[config.mk]
export PLATFORM = sky130hd
export DESIGN_NAME = lz77_token_decoder_unit
export DESIGN_NICKNAME = d
export VERILOG_FILES = /design/src/hw/rtl/lzd_pkg.sv /design/src/hw/rtl/lzd_ram.sv /design/src/hw/rtl/lz77_token_decoder_unit.sv
export SDC_FILE = /design/constraint.sdc
export NUM_CORES = 2
export LEC_CHECK = 0
export ABC_AREA = 1
export BUFFER_PORTS_ARGS = -buffer_cell sky130_fd_sc_hd__buf_2
export CAP_MARGIN = 10
export CORE_MARGIN = 10
export CORE_UTILIZATION = 40
export CTS_CLUSTER_DIAMETER = 100
export DETAILED_ROUTE_END_ITERATION = 6
export PLACE_DENSITY = 0.65
export SYNTH_ARGS = -nofsm -noshare
export SYNTH_HDL_FRONTEND = slang
export SYNTH_HIERARCHICAL = 1
export SYNTH_SLANG_ARGS = --single-unit
[constraint.sdc]
create_clock -name clk -period 11.5 [get_ports clk]
set_input_delay 0 -clock clk [delete_from_list [all_inputs] [get_ports clk]]
set_output_delay 0 -clock clk [all_outputs]
set_load 0.05 [all_outputs]
[src/hw/rtl/lzd_pkg.sv]
// lzd_pkg: shared types and constants for the lz77 token decoder
// no dependencies; imported by lz77_token_decoder_unit
`default_nettype none

package lzd_pkg;

	localparam int OFFSET_W = 9;
	localparam int LENGTH_W = 6;
	localparam int BYTE_W   = 8;

	localparam int DEF_HISTORY_DEPTH = 256;
	localparam int DEF_MAX_MATCH     = 63;

	typedef enum logic [1:0] {
		ST_IDLE,
		ST_COPY,
		ST_LIT
	} lzd_state_t;

endpackage

`default_nettype wire

[src/hw/rtl/lzd_ram.sv]
// lzd_ram: generic single write port, single read port ram with registered read
// read returns the old word when read and write hit the same address; no package needed
`default_nettype none

module lzd_ram #(
	parameter int WIDTH = 8,
	parameter int DEPTH = 256
) (
	input  wire logic                     clk,
	input  wire logic                     we,
	input  wire logic [$clog2(DEPTH)-1:0] waddr,
	input  wire logic [WIDTH-1:0]         wdata,
	input  wire logic [$clog2(DEPTH)-1:0] raddr,
	output      logic [WIDTH-1:0]         rdata
);

	logic [WIDTH-1:0] mem_q [DEPTH];

	always_ff @(posedge clk) begin
		if (we) begin
			mem_q[waddr] <= wdata;
		end
		rdata <= mem_q[raddr];
	end

endmodule

`default_nettype wire

[src/hw/rtl/lz77_token_decoder_unit.sv]
// lz77_token_decoder_unit: lz77 token decompressor with a sliding history window
// depends on lzd_pkg and lzd_ram
//
// usage
//   token channel (tok_valid/tok_ready) carries match_offset, match_length,
//   literal_byte and final_token. byte channel (byte_valid/byte_ready) returns
//   out_byte, last_of_token and bad_offset, one transfer per decompressed byte.
//   tok_ready is high only while the sequencer is idle; a token is taken, then
//   its match bytes are read one per cycle from the history ram, appended to the
//   history and sent, followed by the literal (dropped on a final token).
//   the sequencer returns to idle before it takes the next token; the single
//   read/write port pair of the history ram sets the one byte per cycle pace
//   while byte_ready is high. the first byte is read from the history ram and
//   then registered in the output register after the token transfer.
//   a bad offset skips the copy and flags the literal, or a zero marker byte on
//   a final token. a final token with a zero length and good offset gives nothing.
//   when byte_ready is low the output register holds and the sequencer waits.
//   reset clears the write pointer and byte count; history contents stay unknown
//   and are never read before written, so no clearing pass is needed.
`default_nettype none

module lz77_token_decoder_unit
	import lzd_pkg::*;
#(
	parameter int HISTORY_DEPTH = DEF_HISTORY_DEPTH,
	parameter int MAX_MATCH     = DEF_MAX_MATCH
) (
	input  wire logic                clk,
	input  wire logic                arst_n,
	input  wire logic                tok_valid,
	output      logic                tok_ready,
	input  wire logic [OFFSET_W-1:0] match_offset,
	input  wire logic [LENGTH_W-1:0] match_length,
	input  wire logic [BYTE_W-1:0]   literal_byte,
	input  wire logic                final_token,
	output      logic                byte_valid,
	input  wire logic                byte_ready,
	output      logic [BYTE_W-1:0]   out_byte,
	output      logic                last_of_token,
	output      logic                bad_offset
);

	localparam int AW  = $clog2(HISTORY_DEPTH);
	localparam int AVW = $clog2(HISTORY_DEPTH + 1);
	localparam int CW  = (OFFSET_W > AVW) ? OFFSET_W : AVW;
	localparam int SW  = CW + 1;
	localparam logic [AW-1:0]       LAST_ADDR = AW'(HISTORY_DEPTH - 1);
	localparam logic [AVW-1:0]      FULL_CNT  = AVW'(HISTORY_DEPTH);
	localparam logic [SW-1:0]       DEPTH_S   = SW'(HISTORY_DEPTH);
	localparam logic [LENGTH_W-1:0] MAX_LEN   = LENGTH_W'(MAX_MATCH);

	lzd_state_t state_q, state_d;

	logic [OFFSET_W-1:0] off_q;
	logic [LENGTH_W-1:0] len_q;
	logic [LENGTH_W-1:0] cnt_q;
	logic [BYTE_W-1:0]   lit_q;
	logic                final_q;
	logic                bad_q;
	logic [AW-1:0]       rd_q;
	logic [AW-1:0]       wp_q;
	logic [AVW-1:0]      avail_q;

	logic                byte_valid_q;
	logic [BYTE_W-1:0]   out_byte_q;
	logic                last_q;
	logic                bad_out_q;

	logic                tok_fire;
	logic                slot_free;
	logic [LENGTH_W-1:0] len_sat;
	logic                bad_in;
	logic [SW-1:0]       off_s;
	logic [SW-1:0]       wp_s;
	logic [SW-1:0]       start_s;
	logic [AW-1:0]       start_rd;
	logic [AW-1:0]       rd_next;
	logic [AW-1:0]       wp_next;
	logic [AW-1:0]       raddr;
	logic [BYTE_W-1:0]   rdata;
	logic                cnt_last;

	logic                emit;
	logic                push;
	logic [BYTE_W-1:0]   emit_byte;
	logic                emit_last;
	logic                emit_bad;

	// token decode
	always_comb begin
		len_sat = (match_length > MAX_LEN) ? MAX_LEN : match_length;
		off_s   = SW'(match_offset);
		wp_s    = SW'(wp_q);
		bad_in  = (len_sat != '0) && ((match_offset == '0) || (off_s > SW'(avail_q)));
		if (wp_s >= off_s) begin
			start_s = wp_s - off_s;
		end else begin
			start_s = wp_s + DEPTH_S - off_s;
		end
		start_rd = start_s[AW-1:0];
	end

	assign rd_next   = (rd_q == LAST_ADDR) ? '0 : rd_q + 1'b1;
	assign wp_next   = (wp_q == LAST_ADDR) ? '0 : wp_q + 1'b1;
	assign cnt_last  = (cnt_q == len_q - 1'b1);
	assign slot_free = !byte_valid_q || byte_ready;
	assign tok_fire  = tok_valid && tok_ready;

	// next state
	always_comb begin
		state_d = state_q;
		unique case (state_q)
			ST_IDLE: begin
				if (tok_fire) begin
					if ((len_sat != '0) && !bad_in) begin
						state_d = ST_COPY;
					end else if (!final_token || bad_in) begin
						state_d = ST_LIT;
					end
				end
			end
			ST_COPY: begin
				if (slot_free && cnt_last) begin
					state_d = final_q ? ST_IDLE : ST_LIT;
				end
			end
			ST_LIT: begin
				if (slot_free) begin
					state_d = ST_IDLE;
				end
			end
			default: state_d = ST_IDLE;
		endcase
	end

	// sequencer outputs
	always_comb begin
		tok_ready = 1'b0;
		emit      = 1'b0;
		push      = 1'b0;
		emit_byte = rdata;
		emit_last = 1'b0;
		emit_bad  = 1'b0;
		raddr     = rd_q;
		unique case (state_q)
			ST_IDLE: begin
				tok_ready = 1'b1;
				raddr     = start_rd;
			end
			ST_COPY: begin
				// offset of one reads the byte written this cycle, so repeat the last one
				emit_byte = ((off_q == OFFSET_W'(1)) && (cnt_q != '0)) ? out_byte_q : rdata;
				emit_last = final_q && cnt_last;
				if (slot_free) begin
					emit  = 1'b1;
					push  = 1'b1;
					raddr = rd_next;
				end
			end
			ST_LIT: begin
				emit_byte = final_q ? '0 : lit_q;
				emit_last = 1'b1;
				emit_bad  = bad_q;
				if (slot_free) begin
					emit = 1'b1;
					push = !final_q;
				end
			end
			default: begin
				tok_ready = 1'b0;
			end
		endcase
	end

	lzd_ram #(
		.WIDTH(BYTE_W),
		.DEPTH(HISTORY_DEPTH)
	) u_hist (
		.clk  (clk),
		.we   (push),
		.waddr(wp_q),
		.wdata(emit_byte),
		.raddr(raddr),
		.rdata(rdata)
	);

	always_ff @(posedge clk or negedge arst_n) begin
		if (!arst_n) begin
			state_q      <= ST_IDLE;
			wp_q         <= '0;
			avail_q      <= '0;
			byte_valid_q <= 1'b0;
		end else begin
			state_q <= state_d;
			if (push) begin
				wp_q <= wp_next;
				if (avail_q != FULL_CNT) begin
					avail_q <= avail_q + 1'b1;
				end
			end
			if (emit) begin
				byte_valid_q <= 1'b1;
			end else if (byte_ready) begin
				byte_valid_q <= 1'b0;
			end
		end
	end

	// token and output payload
	always_ff @(posedge clk) begin
		if (tok_fire) begin
			off_q   <= match_offset;
			len_q   <= len_sat;
			lit_q   <= literal_byte;
			final_q <= final_token;
			bad_q   <= bad_in;
			cnt_q   <= '0;
			rd_q    <= start_rd;
		end else if (state_q == ST_COPY && emit) begin
			cnt_q <= cnt_q + 1'b1;
			rd_q  <= rd_next;
		end
		if (emit) begin
			out_byte_q <= emit_byte;
			last_q     <= emit_last;
			bad_out_q  <= emit_bad;
		end
	end

	assign byte_valid    = byte_valid_q;
	assign out_byte      = out_byte_q;
	assign last_of_token = last_q;
	assign bad_offset    = bad_out_q;

	a_cnt_in_range: assert property (@(posedge clk) disable iff (!arst_n)
		(state_q == ST_COPY) |-> (cnt_q < len_q))
		else $error("copy count past match length");

	a_copy_good: assert property (@(posedge clk) disable iff (!arst_n)
		(state_q == ST_COPY) |-> !bad_q)
		else $error("copy running on a bad offset");

	a_avail_bound: assert property (@(posedge clk) disable iff (!arst_n)
		avail_q <= FULL_CNT)
		else $error("byte count beyond window depth");

	a_push_emits: assert property (@(posedge clk) disable iff (!arst_n)
		push |=> byte_valid_q)
		else $error("history write without an output byte");

	a_ready_idle: assert property (@(posedge clk) disable iff (!arst_n)
		tok_fire |=> !tok_ready || (state_q == ST_IDLE))
		else $error("token taken while busy");

endmodule

`default_nettype wire

---- Word level (Yosys, flattened, before mapping) ----
Memory sizes are Yosys's and may differ from the RTL's. A register that Yosys moved wholly into a read port is not among the register bits.
Cells that the tools add are included.
Widths: inputs -> output; s select.
cells by class
  add/sub/neg operators ................... 8
  magnitude comparators ................... 3
  equal/unequal tests ..................... 11
  muxes and demuxes ....................... 28
  reductions and logical operators ........ 23
operators by type and width
  kind                 count
  $mux 8               8
  $pmux 8 s2           2
  $add 8x1->8 const B  3
  $eq 8x8->1 const B   2
  $sub 8x8->8          2
  $mux 2               6
  $reduce_bool 6->1    2
  $add 9x1->9 const B  1
  $eq 9x1->1 const B   1
  $ge 8x9->1           1
  $gt 9x9->1           1
  $logic_not 9->1      1
  $ne 9x9->1 const B   1
  $mux 1               8
  $logic_and 1x1->1    7
  $add 6x1->6 const B  1
  $eq 6x6->1           1
  $gt 6x6->1 const B   1
  $mux 6               1
  $ne 2x2->1 const B   3
  $pmux 2 s3           1
  $sub 6x1->6 const B  1
  $logic_not 1->1      4
  $pmux 1 s2           2
  other kinds (9)      12
word-level totals
  register bits after elaboration ......... 69
  memory bits (writable) .................. 2,048
  input bits .............................. 28
  memories ................................ 1
memory list
  name          depth  bits a word  read ports  clocked after Yosys merged registers in  write ports  RTL line       text
  u_hist.mem_q  256    8            1           1                                        1            lzd_ram.sv:17  logic [WIDTH-1:0] mem_q [DEPTH];

---- Depth between registers and ports, before layout ----
  word-level depth ........................ 9
  gate-level depth with buffers ........... 21
  depth with buffers taken out ............ 17

---- Hierarchy ----
The synthesis kept the hierarchy.
modules (own cells, without submodules)
  module                   times used  cells each  area each (µm²)
  lzd_ram                  1           7,003       83,396.2
  lz77_token_decoder_unit  1           526         4,394.2

---- Worst setup path before layout ----
Ideal clock, no wire load.
  path kind ............................... reg-to-reg
  start point ............................. register off_q[7]
  end point ............................... register out_byte_q[0], in the netlist out_byte[0] (data pin)
  data arrival time ....................... 4.267 ns
  path slack .............................. 6.405 ns
  stages on the path, launching flop included .. 10
  buffers on the path ..................... 0
  period minus slack after synthesis ...... 5.095 ns
  cells stage by stage .................... edfxtp_1 nor2_1 nand2_1 nor3b_4 nand3_4 nand2_1 nand3_1 nand2_1 nand2_1 nand2_1
between the ends
  cells in the longest elaborated chain, start to end .. 4
RTL lines
  what                      RTL line                        text
  start: declaration        lz77_token_decoder_unit.sv:54   logic [OFFSET_W-1:0] off_q;
  start signal: assignment  lz77_token_decoder_unit.sv:212  off_q <= match_offset;
  $eq 9x1->1                lz77_token_decoder_unit.sv:152  emit_byte = ((off_q == OFFSET_W'(1)) && (cnt_q != '0)) ? out_byte_q : rdata;
  $logic_and 1x1->1         lz77_token_decoder_unit.sv:152
  $mux 8                    lz77_token_decoder_unit.sv:152
  $pmux 8 s2                lz77_token_decoder_unit.sv:145  unique case (state_q)
  named net emit_byte[0]    lz77_token_decoder_unit.sv:85   logic [BYTE_W-1:0] emit_byte;
  end signal: assignment    lz77_token_decoder_unit.sv:224  out_byte_q <= emit_byte;
  end: declaration          lz77_token_decoder_unit.sv:65   logic [BYTE_W-1:0] out_byte_q;
The timed path passes the listed nets, and every way through them passes these cells.
A chain may end at the register's enable or synchronous reset.

---- Final worst setup path ----
  start point ............................. register state_q[1]
  end point ............................... register u_hist.rdata[6] (read register of u_hist.mem_q)
between the ends
  cells in the longest elaborated chain, start to end .. 2
RTL lines
  what                                           RTL line                        text
  start: declaration                             lz77_token_decoder_unit.sv:52   lzd_state_t state_q, state_d;
  start signal: assignment                       lz77_token_decoder_unit.sv:194  state_q <= state_d;
  $eq 2x1->1 or $logic_not 2->1 (tied branches)  lz77_token_decoder_unit.sv:145
  $pmux 8 s2 (*)                                 lz77_token_decoder_unit.sv:145
  named net raddr[0]                             lz77_token_decoder_unit.sv:79   logic [AW-1:0] raddr;
  end: declaration                               lzd_ram.sv:14                   output logic [WIDTH-1:0] rdata
Mark *: on every way through the listed nets, which the timed path passes. The rest lies on a longest branch.

==> metrics.md <==
| Metric | Value |
|---|---|
| Status | completed |
| Via/cell ratio | 5.64 |
| Final routed wirelength across all metal layers | 240000 microns |
| Final count of pins violating max slew | 0 |
| Seq cells post-synth | 2125 |
| Worst-margin pin slew | 1.21 ns |
| Antenna violations before repair | 11 |
| Source of the worst register-to-register timing path | state_q[1] |
| Crit path max-delay cell type | sky130_fd_sc_hd__buf_4 |
| Fraction of the cycle the final worst path needs | 54.4% |
| Worst EP arrival | 7.05 ns |
| Clock Pin Slew Worst Setup and Hold Paths | 0.07 ns |
| Min cycle time layout | 6.26 ns |
| Max Clock Skew | 0.0350 ns |
| Ports | 40 |
| TritonCTS buffer count | 209 |
| Layout filler cell count | 19400 |
| Worst reg2reg setup slack | 5.24 ns |
| Most common library cell in the layout ignoring fill and taps | sky130_fd_sc_hd__nand2_1 |
| Buffers from clock root to sink, at most | 3 |
| Routability cong. | 0.880 |
| Setup TNS after final layout | 0 ns |
| Fraction of layout cells with a size suffix above 1 | 5.91% |
| Portion of the post-synthesis area used by sequential elements | 72.4% |
| Mapped Avg Cell Area | 11.7 sq um |
| DR WL/cell | 23.0 microns |
| Vias in the first global route | 55300 |
| Total of max-cap violations | 0 |
| Die Outline Area | 239000 sq um |
| First-pass GRT wire length | 357000 microns |
| Type of origin of the critical path | flip-flop |
| Clock network latency to the later pin of the worst-skew pair | 0.84 ns |
| Destination of the worst register-to-register timing path | u_hist/rdata[6] |
| CP Data Required Time | 12.29 ns |
| Iteration-0 DRC Markers | 7453 |
| CTS tree | done |
| Nets | 7469 |
| Number of library cell types mapped by synthesis | 50 |
| Total number of clock tree sinks | 2125 |
| Number of flops mapped to enable cells by yosys | 2091 |
| Root buffer selected by CTS | sky130_fd_sc_hd__clkbuf_16 |
| Post-synthesis to final-layout area growth | 10.6% |
| Critical Path, Cell by Cell | inv_1 -> ha_1 -> nor2_1 -> nand2_1 -> o221ai_4 -> buf_4 -> inv_16 -> buf_4 -> buf_4 -> nand2_1 -> nand3_1 -> nand3_1 -> nand3_1 -> nand3_1 -> nand3_1 -> nand3_1 -> nand2_1 -> nand2_1 -> nand2_1 |
| Buffers added on ports | 39 |
| Number of warnings issued by yosys | 6 |
| Initial core utilization | 40.3% |
| CP max stage delay | 0.88 ns |
| Maximum clock frequency | 160 MHz |
| Share of flip-flops with an asynchronous set or reset | 0.941% |
| Post-DP HPWL | 132000 microns |
| Hold Crit Class | input port to flip-flop |
| Via count | 59000 |
| Final setup fails | 0 |
| Proportion of netlist area held by the largest area contributor | 71.5% |
| Leading area contributor after synthesis | sky130_fd_sc_hd__edfxtp_1 |
| Width of the die | 488 microns |
| Max H-tree Level | 4 |
| DRC | 0 |
| Worst Reg-to-Reg Cells | 19 |
| Cells after Synth | 7529 |
| Final Hold Fails | 0 |
| CP dominant cell by count | sky130_fd_sc_hd__nand3_1 |
| First drt pass iteration count | 6 |
| Maximum net fanout on the critical path | 244 |
| Setup Crit Path Kind | flip-flop to flip-flop |
| Largest net degree at the start of global routing | 245 |
| Worst setup path endpoint | u_hist/rdata[6] |
| Placement Rows | 171 |
| GR Util All Layers | 19.4% |
| Top library cells by usage in the layout, fill and taps aside | 2253 x sky130_fd_sc_hd__nand2_1, 2091 x sky130_fd_sc_hd__edfxtp_1, 2054 x sky130_fd_sc_hd__nand3_1 |
| Remaining global-route overflow | 0 |
| Max-Slew Margin vs Limit | 19.2% |
| Netlist area before placement | 87800 sq um |
| Setup repair after global routing missed its margin | no |
| Largest cells by area after synthesis | sky130_fd_sc_hd__edfxtp_1 72%, sky130_fd_sc_hd__nand3_1 12%, sky130_fd_sc_hd__nand2_1 9.7% |
| Beginning of the worst hold path | tok_valid |
| Worst setup EP type | flip-flop |
| Start point of the critical path | state_q[1] |
| Core Region | 218000 sq um |
| Post-synthesis net count | 7584 |
| Count of antenna-violating nets left after detailed routing | 0 |
| Die Ht | 488 microns |
| Commonest register cell after synthesis | sky130_fd_sc_hd__edfxtp_1 |
## worst min-delay path by stage
stage,to,slack [ns],cells after the start
after global routing,rd_q[2],0.13,4
after CTS,rd_q[2],0.07,4
final,rd_q[2],0.12,4
after detailed placement,state_q[1],0.02,1
after global placement,state_q[1],0.01,1
after floorplan,avail_q[0],-0.30,0
## state kept, by name, indices dropped and copies added (netlist names)
name,cells
out_byte,8
lit_q,8
len_q,6
rd_q,8
last_of_token,1
bad_q,1
bad_offset,1
final_q,1
wp_q,8
u_hist/mem_q,2048
byte_valid,1
cnt_q,6
avail_q,9
state_q,2
u_hist/rdata,8
off_q,9
## per-layer routing
metal | track usage, % | share of wire [%]
met1 | 26.6 | 40
met2 | 30.1 | 46
met3 | 4.17 | 10
met4 | 7.49 | 3.9
met5 | 0 | 0.036
## critical path, delay by kind of cell (launching register included)
family,cells,cell delay [ns]
flip-flops,1,0.40
buffers and inverters,5,2.97
AO/OA/AOI/OAI,1,0.10
AND/OR/NAND/NOR,12,1.85
adder cells (fa/ha/maj),1,0.66
## cells in the mapped netlist (3+ instances only)
| master | count |
|---|---|
| sky130_fd_sc_hd__dfrtp_1 | 20 |
| sky130_fd_sc_hd__clkbuf_1 | 118 |
| sky130_fd_sc_hd__nand4_1 | 16 |
| sky130_fd_sc_hd__nor3_2 | 3 |
| sky130_fd_sc_hd__ha_1 | 26 |
| sky130_fd_sc_hd__buf_2 | 270 |
| sky130_fd_sc_hd__nor2_4 | 7 |
| sky130_fd_sc_hd__buf_6 | 16 |
| sky130_fd_sc_hd__xor2_1 | 16 |
| sky130_fd_sc_hd__xnor2_1 | 10 |
| sky130_fd_sc_hd__a21oi_1 | 16 |
| sky130_fd_sc_hd__o211ai_1 | 3 |
| sky130_fd_sc_hd__dfxtp_1 | 14 |
| sky130_fd_sc_hd__buf_4 | 48 |
| sky130_fd_sc_hd__nor3_1 | 7 |
| sky130_fd_sc_hd__inv_2 | 5 |
| sky130_fd_sc_hd__nand3_1 | 2055 |
| sky130_fd_sc_hd__inv_1 | 110 |
| sky130_fd_sc_hd__nand2_1 | 2261 |
| sky130_fd_sc_hd__buf_1 | 41 |
| sky130_fd_sc_hd__edfxtp_1 | 2091 |
| sky130_fd_sc_hd__o21ai_0 | 21 |
| sky130_fd_sc_hd__nor2_1 | 320 |
## cell families (layout without fill, tap and decap cells)
family,count (synthesis),in the layout,share of synthesized area [%]
buffers and inverters,614,679,3.38
multiplexers,1,1,0.0114
adder cells (fa/ha/maj),27,27,0.393
other,0,8,0
AO/OA/AOI/OAI,52,52,0.358
flip-flops,2125,2125,72.4
AND/OR/NAND/NOR,4684,4684,23.2
XOR/XNOR,26,26,0.259
## layout make-up
| class | count | area, sq um | share of cell area, % |
|---|---|---|---|
| Antenna cell | 8 | 20.0 | 0.0206 |
| Clock buffer | 270 | 5540 | 5.71 |
| Sequential cell | 2125 | 63600 | 65.5 |
| Timing Repair Buffer | 170 | 1420 | 1.46 |
| Multi-Input combinational cell | 4790 | 21400 | 22.0 |
| Clock inverter | 121 | 1110 | 1.14 |
| Inverter | 118 | 479 | 0.494 |
| Tap cell | 2854 | 3570 | 3.68 |
## through the flow
stage	utilization [%]	worst slack (ns)	hold slack, ns	instances	instance area [sq um]
2_1_floorplan	-	6.41	-0.296	7529	87800
3_3_place_gp	41.3	5.31	0.0126	10000	89900
3_5_place_dp	41.3	5.30	0.0239	10000	89900
4_1_cts	44.6	5.30	0.0727	10400	97100
5_1_grt	44.6	4.78	0.126	10500	97100
6_report	44.6	5.24	0.124	10500	97100
## what timing repair did
action	CTS	global route
hold endpoints to repair	70	0
gates resized for setup	0	0
buffers inserted	0	0
hold buffers	52	0
Power is left out: the tool's default activity adds up to more than one toggle a clock period on the data nets, which glitch-free logic cannot reach.
